$ cat config.mk
export PLATFORM = sky130hd
export DESIGN_NAME = sync_checksum_length_frame_receiver
export DESIGN_NICKNAME = d
export VERILOG_FILES = /design/src/hdl/scflr_pkg.sv /design/src/hdl/scflr_core.sv /design/src/hdl/sync_checksum_length_frame_receiver.sv
export SDC_FILE = /design/constraint.sdc
export NUM_CORES = 1
export LEC_CHECK = 0
export BUFFER_PORTS_ARGS = -buffer_cell sky130_fd_sc_hd__buf_4
export CAP_MARGIN = 20
export CORE_MARGIN = 1.5
export CORE_UTILIZATION = 64
export DETAILED_ROUTE_END_ITERATION = 16
export GPL_TIMING_DRIVEN = 1
export PLACE_DENSITY = 0.95
export SLEW_MARGIN = 30
export SYNTH_ARGS = -nofsm -noshare
export SYNTH_HDL_FRONTEND = slang
export SYNTH_HIERARCHICAL = 1
export SYNTH_SLANG_ARGS = --single-unit
$ cat constraint.sdc
create_clock -name clk -period 10.9 [get_ports clk]
set_input_delay 2.18 -clock clk [delete_from_list [all_inputs] [get_ports clk]]
set_output_delay 2.18 -clock clk [all_outputs]
set_load 0.02 [all_outputs]
$ cat src/hdl/scflr_pkg.sv
`timescale 1ns / 1ps
// ----------------------------------------------------------------------------
// scflr_pkg
// Shared types and constants for the sync, checksum and length framed
// byte receiver.
// ----------------------------------------------------------------------------
package scflr_pkg;

  localparam int HEADER_LEN_DEF  = 5;
  localparam int LEN_HI_POS_DEF  = 3;
  localparam int LEN_LO_POS_DEF  = 4;
  localparam int NUM_BUFFERS_DEF = 4;

  localparam logic [7:0] SYNC_RESET = 8'h01;
  localparam logic [7:0] XOR_INVERT = 8'hFF;

  localparam logic FUNC_BYTE    = 1'b0;
  localparam logic FUNC_RELEASE = 1'b1;

  typedef enum logic [1:0] {
    PH_HUNT,
    PH_HEADER,
    PH_CHECK,
    PH_PAYLOAD
  } phase_t;

  typedef struct packed {
    logic       func;
    logic [7:0] rx_byte;
    logic       rx_error;
  } in_word_t;

  typedef struct packed {
    logic        write_valid;
    logic [1:0]  slot;
    logic [16:0] offset;
    logic [7:0]  data;
    logic        frame_done;
    logic        frame_lost;
    logic        checksum_fail;
  } out_word_t;

endpackage

$ cat src/hdl/scflr_core.sv
`timescale 1ns / 1ps
// ----------------------------------------------------------------------------
// scflr_core
// Frame state machine: sync hunt, header XOR, checksum check, payload count
// and slot hand-over. Produces one result word per registered input word.
// ----------------------------------------------------------------------------
module scflr_core #(
  parameter int HEADER_LEN  = scflr_pkg::HEADER_LEN_DEF,
  parameter int LEN_HI_POS  = scflr_pkg::LEN_HI_POS_DEF,
  parameter int LEN_LO_POS  = scflr_pkg::LEN_LO_POS_DEF,
  parameter int NUM_BUFFERS = scflr_pkg::NUM_BUFFERS_DEF
) (
  input  logic                 clk,
  input  logic                 rst,
  input  logic [7:0]           sync_byte,
  input  logic                 item_en,
  input  scflr_pkg::in_word_t  item,
  output scflr_pkg::out_word_t result
);

  localparam int SLOT_W = (NUM_BUFFERS > 1) ? $clog2(NUM_BUFFERS) : 1;
  localparam logic [SLOT_W-1:0] LAST_SLOT = SLOT_W'(NUM_BUFFERS - 1);
  localparam logic [16:0] HDR_POS = 17'(HEADER_LEN);
  localparam logic [16:0] HI_POS  = 17'(LEN_HI_POS);
  localparam logic [16:0] LO_POS  = 17'(LEN_LO_POS);
  localparam logic [17:0] BASE_LEN = 18'(HEADER_LEN + 1);

  scflr_pkg::phase_t phase, phase_next;
  logic [16:0]       position, position_next;
  logic [7:0]        running_xor, running_xor_next;
  logic [7:0]        length_hi, length_hi_next;
  logic [7:0]        length_lo, length_lo_next;
  logic [SLOT_W-1:0] current_slot, current_slot_next;
  logic              consumer_busy, consumer_busy_next;

  logic [7:0]        b;
  logic [16:0]       pos_inc;
  logic [7:0]        hi_g;
  logic [7:0]        lo_g;
  logic [17:0]       limit;
  logic              wr;
  logic              complete;
  logic              fail;
  logic [SLOT_W+1:0] slot_ext;

  always_ff @(posedge clk) begin
    if (rst) begin
      phase         <= scflr_pkg::PH_HUNT;
      position      <= '0;
      running_xor   <= '0;
      length_hi     <= '0;
      length_lo     <= '0;
      current_slot  <= '0;
      consumer_busy <= 1'b0;
    end else if (item_en) begin
      phase         <= phase_next;
      position      <= position_next;
      running_xor   <= running_xor_next;
      length_hi     <= length_hi_next;
      length_lo     <= length_lo_next;
      current_slot  <= current_slot_next;
      consumer_busy <= consumer_busy_next;
    end
  end

  assign b        = item.rx_byte;
  assign pos_inc  = position + 17'd1;
  assign hi_g     = (position == HI_POS) ? b : length_hi;
  assign lo_g     = (position == LO_POS) ? b : length_lo;
  assign limit    = BASE_LEN + {2'b00, length_hi, length_lo};
  assign slot_ext = {2'b00, current_slot};

  always_comb begin
    phase_next         = phase;
    position_next      = position;
    running_xor_next   = running_xor;
    length_hi_next     = length_hi;
    length_lo_next     = length_lo;
    current_slot_next  = current_slot;
    consumer_busy_next = consumer_busy;
    wr                 = 1'b0;
    complete           = 1'b0;
    fail               = 1'b0;
    result             = '0;

    if (item.func == scflr_pkg::FUNC_RELEASE) begin
      consumer_busy_next = 1'b0;
    end else if (!item.rx_error) begin
      unique case (phase)
        scflr_pkg::PH_HUNT: begin
          if (b == sync_byte) begin
            wr               = 1'b1;
            length_hi_next   = '0;
            length_lo_next   = '0;
            running_xor_next = b;
            position_next    = 17'd1;
            phase_next       = scflr_pkg::PH_HEADER;
          end
        end
        scflr_pkg::PH_HEADER: begin
          wr               = 1'b1;
          length_hi_next   = hi_g;
          length_lo_next   = lo_g;
          running_xor_next = running_xor ^ b;
          position_next    = pos_inc;
          if (pos_inc >= HDR_POS) begin
            phase_next = scflr_pkg::PH_CHECK;
          end
        end
        scflr_pkg::PH_CHECK: begin
          wr             = 1'b1;
          length_hi_next = hi_g;
          length_lo_next = lo_g;
          if ((running_xor ^ scflr_pkg::XOR_INVERT) == b) begin
            position_next    = pos_inc;
            running_xor_next = '0;
            if ({hi_g, lo_g} == 16'd0) begin
              complete = 1'b1;
            end else begin
              phase_next = scflr_pkg::PH_PAYLOAD;
            end
          end else begin
            fail             = 1'b1;
            phase_next       = scflr_pkg::PH_HUNT;
            position_next    = '0;
            running_xor_next = '0;
          end
        end
        default: begin
          wr            = 1'b1;
          position_next = pos_inc;
          if ({1'b0, pos_inc} >= limit) begin
            complete = 1'b1;
          end
        end
      endcase

      if (wr) begin
        result.write_valid   = 1'b1;
        result.slot          = slot_ext[1:0];
        result.offset        = (phase == scflr_pkg::PH_HUNT) ? 17'd0 : position;
        result.data          = b;
        result.checksum_fail = fail;
      end

      if (complete) begin
        phase_next       = scflr_pkg::PH_HUNT;
        position_next    = '0;
        running_xor_next = '0;
        if (!consumer_busy) begin
          consumer_busy_next = 1'b1;
          result.frame_done  = 1'b1;
          current_slot_next  = (current_slot == LAST_SLOT) ? '0
                                                            : current_slot + 1'b1;
        end else begin
          result.frame_lost = 1'b1;
        end
      end
    end
  end

endmodule

$ cat src/hdl/sync_checksum_length_frame_receiver.sv
`timescale 1ns / 1ps
// ----------------------------------------------------------------------------
// sync_checksum_length_frame_receiver
// Sync-byte hunting, XOR-checked, length-framed byte receiver that reports
// every stored byte as a buffer write with slot and offset.
//
//   channel | signals                        | direction
//   --------+--------------------------------+----------
//   in      | in_valid, in_stall, in_data    | word in
//   out     | out_valid, out_stall, out_data | word out
//   cfg     | cfg_wen, cfg_wdata (sync byte) | write only
//
// One word accepted per cycle while the input is not stalled; each gives one
// result word via the input register, then the result register. Frame state
// updates as a word moves from the input register to the result register.
// Reset is synchronous: both stages empty, hunting for sync, sync byte 0x01.
// A stalled output holds its word; the input stalls only when both stages
// are full and the output is stalled.
// ----------------------------------------------------------------------------
module sync_checksum_length_frame_receiver #(
  parameter int HEADER_LEN  = scflr_pkg::HEADER_LEN_DEF,
  parameter int LEN_HI_POS  = scflr_pkg::LEN_HI_POS_DEF,
  parameter int LEN_LO_POS  = scflr_pkg::LEN_LO_POS_DEF,
  parameter int NUM_BUFFERS = scflr_pkg::NUM_BUFFERS_DEF
) (
  input  logic                 clk,
  input  logic                 rst,
  input  logic                 in_valid,
  output logic                 in_stall,
  input  scflr_pkg::in_word_t  in_data,
  output logic                 out_valid,
  input  logic                 out_stall,
  output scflr_pkg::out_word_t out_data,
  input  logic                 cfg_wen,
  input  logic [7:0]           cfg_wdata
);

  logic                 in_valid_q;
  scflr_pkg::in_word_t  in_q;
  scflr_pkg::out_word_t out_q;
  scflr_pkg::out_word_t result;
  logic [7:0]           sync_byte;
  logic                 advance;

  assign advance  = in_valid_q && (!out_valid || !out_stall);
  assign in_stall = in_valid_q && !advance;
  assign out_data = out_q;

  always_ff @(posedge clk) begin
    if (rst) begin
      in_valid_q <= 1'b0;
      out_valid  <= 1'b0;
      sync_byte  <= scflr_pkg::SYNC_RESET;
    end else begin
      if (!in_stall) begin
        in_valid_q <= in_valid;
      end
      if (advance) begin
        out_valid <= 1'b1;
      end else if (!out_stall) begin
        out_valid <= 1'b0;
      end
      if (cfg_wen) begin
        sync_byte <= cfg_wdata;
      end
    end
  end

  always_ff @(posedge clk) begin
    if (in_valid && !in_stall) begin
      in_q <= in_data;
    end
    if (advance) begin
      out_q <= result;
    end
  end

  scflr_core #(
    .HEADER_LEN  (HEADER_LEN),
    .LEN_HI_POS  (LEN_HI_POS),
    .LEN_LO_POS  (LEN_LO_POS),
    .NUM_BUFFERS (NUM_BUFFERS)
  ) u_core (
    .clk       (clk),
    .rst       (rst),
    .sync_byte (sync_byte),
    .item_en   (advance),
    .item      (in_q),
    .result    (result)
  );

endmodule

==> results of run 1 <==
-- critical path, delay by kind of cell, from the launching register on --
family	cells	cell delay [ns]
XOR/XNOR	1	0.21
adder cells (fa/ha/maj)	2	0.72
flip-flops	1	0.54
AND/OR/NAND/NOR	6	1.57
AO/OA/AOI/OAI	4	1.88
-- how the worst max path moves through the flow --
| stage | to | slack, ns | cells after the start |
|---|---|---|---|
| CTS | u_core/position[2] | 5.60 | 13 |
| finish | u_core/position[2] | 5.82 | 13 |
| detailed placement | u_core/running_xor[0] | 5.42 | 8 |
| floorplan | u_core/length_hi[0] | 4.50 | 8 |
| global route | u_core/position[2] | 5.42 | 13 |
| global placement | u_core/running_xor[2] | 5.68 | 8 |
-- cell type report --
type | instances | share of cell area [%]
multi-input combinational | 404 | 46.7
sequential | 97 | 37.9
timing repair buffer | 57 | 7.02
inverter | 44 | 2.66
tap | 105 | 2.12
clock buffer | 9 | 2.00
clock inverter | 7 | 1.53
-- power breakdown --
part | switching (mW) | internal, mW
clock | 0.140 | 0.113
sequential | 0.00963 | 0.387
combinational | 0.0256 | 0.0196
total | 0.175 | 0.519
-- Yosys cell counts, drive strengths merged (5+ instances only) --
cell and number:
o22ai 14, edfxtp 41, and2 20, o221ai 13, buf 5, nand4 12, a21oi 16, nand2 18
o21ai 23, nand2b 8, xnor2 24, o2111ai 10, mux2 5, nor3 17, xor2 18, dfxtp 56
a22oi 17, nor2 58, and3 13, nand3 19, inv 44, mux2i 14, nor2b 6, nor4 9
clkbuf 21, ha 25
-- per-stage QoR --
stage          worst slack (ns)  hold slack, ns  util (%)  instances  area (um^2)
3_3_place_gp               5.68           0.458      72.0        706         5950
3_5_place_dp               5.42           0.500      72.1        706         5950
6_report                   5.82           0.524      75.1        723         6200
5_1_grt                    5.42           0.545      75.1        723         6200
4_1_cts                    5.60           0.522      74.7        722         6170
2_1_floorplan              4.50           0.447         -        571         5500
-- layout by cell type, fill, tap and decap left out, drive strengths merged, types with 17 or more instances in the layout --
| cell type | instances |
|---|---|
| xor2 | 18 |
| nand3 | 19 |
| nor3 | 17 |
| a22oi | 17 |
| inv | 47 |
| nor2 | 58 |
| buf | 57 |
| edfxtp | 41 |
| xnor2 | 24 |
| o21ai | 23 |
| nand2 | 18 |
| dfxtp | 56 |
| ha | 25 |
| and2 | 20 |
-- registers in the layout, indices dropped and copies added (netlist names) --
signal,count
in_valid_q,1
out_valid,1
sync_byte,8
u_core/consumer_busy,1
in_q,10
u_core/running_xor,8
u_core/length_lo,8
u_core/current_slot,2
out_data,31
u_core/length_hi,8
u_core/position,17
u_core/phase,2
-- kinds of logic (layout without fill, tap and decap cells) --
logic type	after synthesis	count (layout)	synth area share, %
compound gates	115	115	15.4
xor+xnor	42	42	6.69
fa+ha+maj	25	25	5.69
buf+inv	70	117	5.12
flops	97	97	42.8
mux	19	19	3.57
simple gates	203	203	20.8
-- layer usage --
| metal | GRT usage [%] | up-vias |
|---|---|---|
| li1 | - | 2170 |
| met2 | 52.4 | 316 |
| met3 | 4.98 | 61 |
| met1 | 38.6 | 2254 |
| met4 | 16.8 | 0 |
| met5 | 0 | - |
==> impl_results.md, run 1 <==
- Status: finished clean
- Die X: 95.7 um
- Cts-stage hold buffer count: 0
- Setup TNS: 0 ns
- RSZ-0062 raised after global routing: false
- Initial DRC Count: 492
- Final ANT Viol Nets: 0
- Synth area leaders: edfxtp_1, dfxtp_1, ha_1, nor2_1, xnor2_1
- Slowest stage delay, CP: 0.75 ns
- # diodes: 0
- DP HPWL: 9.83 mm
- Post-Syn Nets: 619
- Routability Congestion: 0.908
- Final setup viols: 0
- TritonCTS clock tree: built
- R2r startpoint: u_core/position[0]
- EDFF count, synth: 41
- First-pass GRT wire length: 22.0 mm
- Most used DFF post-synth: dfxtp_1
- Register area: 2350 um^2
- Worst setup path class: reg -> reg
- Top sig layer: met4
- Synthesized flop and latch total: 97
- Vias in the first global route: 4,512
- Power, Total: 0.694 mW
- Largest net degree at the start of global routing: 39
- DR WL/cell: 19.4 um
- Max Slew Vio Count: 0
- Syn Area/Cell: 9.63 um^2
- Initial core utilization: 66.6%
- Reg-to-reg endpoint: u_core/position[2]
- Initial antenna violation count: 0
- Worst-skew pair later-pin latency: 0.37 ns
- Slew headroom: 31.2%
- Slew @ Worst Pin: 1.03 ns
- CTS root buffer: clkbuf_8
- Met3 routed WL: 1.23 mm
- CP startpoint: u_core/position[0]
- Grt total ovfl: 0
- Setup Skew: 0.0160 ns
- Setup bufs post-CTS: 0
- Gr usage total: 31.3%
- WP data required: 11.12 ns
- Final net count: 661
- Clock transition at the registers of the reported paths: 0.10 ns
- Worst hold path stage count: 2
- Worst hold endpoint: in_valid_q
- Sequential area share after synthesis: 42.8%
- Post-CTS sizing: 0
- H-Tree Depth: 3
- Power Dens Cells: 112 nW/um^2
- Crit path max-delay cell type: a2111oi_0
- HP Start: in_valid_q
- Hold Crit Class: reg -> reg
- CTS Buf Count: 9
- WL met1: 5.33 mm
- Leak: 2.26 nW
- Post-route DRC violation count: 0
- Mapped Cells: 571
- Register-to-register path setup slack: 5.82 ns
- Crit-path max FO: 14
- Startpoint types: flip-flop
- Core Region: 8260 um^2
- FMAX: 197 MHz
- Yosys top cell by area: edfxtp_1
- DR WL met2: 6.83 mm
- Rows: 33
- R2R depth: 13
- Total number of vias: 4,801
- Mapped cell area: 5500 um^2
- Final worst path period share: 46.6%
- Ys Warns: 6
- CP Data Arrival Time: 5.30 ns
- Synth async-reset ratio: 0%
- Vias per inst: 6.64
- Area growth, synth to finish: 12.8%
- # IOs: 56
- Crit-path cells: ha_1 > nand2_1 > nor4_1 > nand3_1 > xnor2_1 > ha_1 > and4_1 > nand2_1 > a21o_1 > a2111oi_0 > nor2_2 > a311oi_4 > o221ai_1
- Layout cells sized above 1: 17.0%
- Tmin final: 5.08 ns
- Final Hold Fails: 0
- Pre-antenna DRT Iters: 5
- Area fraction of the dominant cell type after synthesis: 22.4%
- CP Capture Type: flip-flop
- Worst vdd ir: 0.0691 mV
- Number of fill cells: 553
- Yosys cell types: 65
- Die ar.: 9160 um^2
- Die Y: 95.7 um
- Max_cap viols: 0
- Maximum root-to-sink buffer count: 2
- IO Port Bufs: 55
- Total Wirelength: 14.0 mm
- Clk sinks: 97
- Multi-input logic area: 2900 um^2
(Power assumes the default switching activity.)
==> run 2: changes to the inputs <==
CORE_UTILIZATION = 54   (was 64)
PLACE_DENSITY = 0.88   (was 0.95)
clock period = 4.3 ns   (was 10.9 ns; I/O delays follow)
==> run 2 against run 1 <==
Via count decreased by 3.8%. Non-clock buffer count increased by 11. Critical path type unchanged. Sequential power increased to 2.5 times the previous value. Highest routed layer unchanged. Register-to-register slack got worse by 5.6 ns. Utilization decreased by 11 points. Critical path depth increased by 1. Hold slack got worse by 0.0048 ns. Sequential share of layout area decreased by 0.59 points. Critical endpoint unchanged. Clock power increased by 140%. Final cell count increased by 5.4%.
==> impl_results.md, run 2 (synthesized netlist as in run 1, its figures left out) <==
- Startpoint types: flip-flop
- IO Port Bufs: 55
- Crit path max-delay cell type: a2111oi_2
- Total number of vias: 4,617
- Slew @ Worst Pin: 0.870 ns
- # diodes: 0
- Commonest non-fill, non-tap cell in the layout: buf_4
- Post-route DRC violation count: 0
- Crit-path cells: ha_1 > nand2_1 > nor4_1 > nand3_1 > xnor2_1 > ha_1 > o21ai_0 > a211oi_1 > a21oi_1 > a2111oi_2 > nor2_2 > a311oi_2 > buf_4 > o221ai_1
- Initial DRC Count: 355
- Setup Skew: 0.0102 ns
- CTS root buffer: clkbuf_8
- Power Dens Cells: 273 nW/um^2
- Final worst path period share: 95.1%
- Leak: 2.32 nW
- Maximum root-to-sink buffer count: 2
- WP data required: 4.54 ns
- CTS Buf Count: 9
- CP Data Arrival Time: 4.34 ns
- Largest net degree at the start of global routing: 39
- Final Hold Fails: 0
- Tmin final: 4.09 ns
- Worst Slack Setup Final: 0.209 ns
- Initial core utilization: 56.0%
- Gr usage total: 25.2%
- CP Capture Type: flip-flop
- Crit-path max FO: 14
- Routability Congestion: 0.938
- TritonCTS clock tree: built
- CP most frequent cell: ha_1
- Total Wirelength: 13.4 mm
- Max FFs per register: 31
- Core Util, Final: 64.2%
- Cts-stage hold buffer count: 0
- Status: finished clean
- Grt total ovfl: 0
- Rows: 36
- Max Slew Vio Count: 0
- Vias per inst: 6.06
- Hold_ws: 0.519 ns
- DR WL/cell: 17.6 um
- Final setup viols: 0
- Initial antenna violation count: 0
- Cell Count, Final, Fillers Out: 762
- Worst-skew pair later-pin latency: 0.37 ns
- Clock transition at the registers of the reported paths: 0.10 ns
- Vias in the first global route: 4,581
- Layout cells sized above 1: 18.4%
- FMAX: 244 MHz
- DP HPWL: 9.68 mm
- Pre-antenna DRT Iters: 7
- Number of fill cells: 785
- Worst setup path class: reg -> reg
- Hold Crit Class: reg -> reg
- Worst vdd ir: 0.193 mV
- # IOs: 56
- Commonest non-fill, non-tap cells in the layout: buf_4, nor2_1, dfxtp_1, inv_1, edfxtp_1
- Core Region: 9820 um^2
- H-Tree Depth: 3
- Die X: 104 um
- Slew headroom: 41.8%
- Die ar.: 10,800 um^2
- Final ANT Viol Nets: 0
- Clk sinks: 97
- Area growth, synth to finish: 14.6%
- Die Y: 104 um
- Final net count: 672
- Pre-CTS setup slack: -0.152 ns
- Max_cap viols: 0
- First-pass GRT wire length: 22.2 mm
- Slowest stage delay, CP: 0.55 ns
- Cells after DPL: 746
-- run 2: cell types whose count changed in the layout (fill, tap and decap cells not counted), sizes merged --
| cell | before | now |
|---|---|---|
| bufinv | 1 | 0 |
| buf | 57 | 68 |
| clkinv | 3 | 6 |
| inv | 47 | 45 |
-- run 2: critical path: cells and delay by family (launching register included) --
kind	cells	cell delay, ns
flops	1	0.48
fa+ha+maj	2	0.55
buf+inv	1	0.24
simple gates	4	1.03
compound gates	6	1.47
xor+xnor	1	0.20
-- run 2: repair_timing --
item / 4_1_cts / 5_1_grt
endpoints found under the hold margin: 0 / 0
setup endpoints to repair: 23 / 32
pin swaps: 0 / 0
buffers inserted: 0 / 0
resized for setup: 2 / 2
-- run 2: path summary, 6_finish.rpt --
kind | start | cells after the start | to | slack, ns
max reg2reg | u_core/position[0] | 14 | u_core/position[2] | 0.21
min | in_valid_q | 2 | in_valid_q | 0.52
min reg2reg | in_valid_q | 2 | in_valid_q | 0.52
max | u_core/position[0] | 14 | u_core/position[2] | 0.21
-- run 2: cell type report --
cell class | instances | area, um^2 | share of cell area, %
clock inverters | 7 | 86.3 | 1.37
inverters | 44 | 165 | 2.62
well taps | 133 | 166 | 2.64
multi-input cells | 404 | 2900 | 46.0
repair buffers | 68 | 510 | 8.10
flip-flops and latches | 97 | 2350 | 37.3
clock buffers | 9 | 124 | 1.97
-- run 2: power breakdown --
group / switching (mW) / internal [mW] / total [mW]
sequential: 0.0231 / 0.981 / 1.00
clock: 0.369 / 0.232 / 0.601
combinational: 0.0641 / 0.0500 / 0.114
-- run 2: routing by layer --
metal	track usage [%]	wire length [um]	vias up	share of wire (%)
li1	-	-	2194	-
met1	32.2	5590	2183	42
met2	43.3	6610	197	49
met3	3.45	836	43	6.2
met4	10.1	349	0	2.6
met5	0	0	-	0
-- run 2: through the flow --
| stage | total power [mW] | instance area [um^2] | setup TNS, ns |
|---|---|---|---|
| after global placement | 1.13 | 6070 | -0.105 |
| after global routing | 1.78 | 6300 | -0.892 |
| after floorplan | 1.09 | 5500 | 0 |
| final | 1.72 | 6300 | 0 |
| after CTS | 1.73 | 6290 | 0 |
| after detailed placement | 1.14 | 6070 | -1.20 |
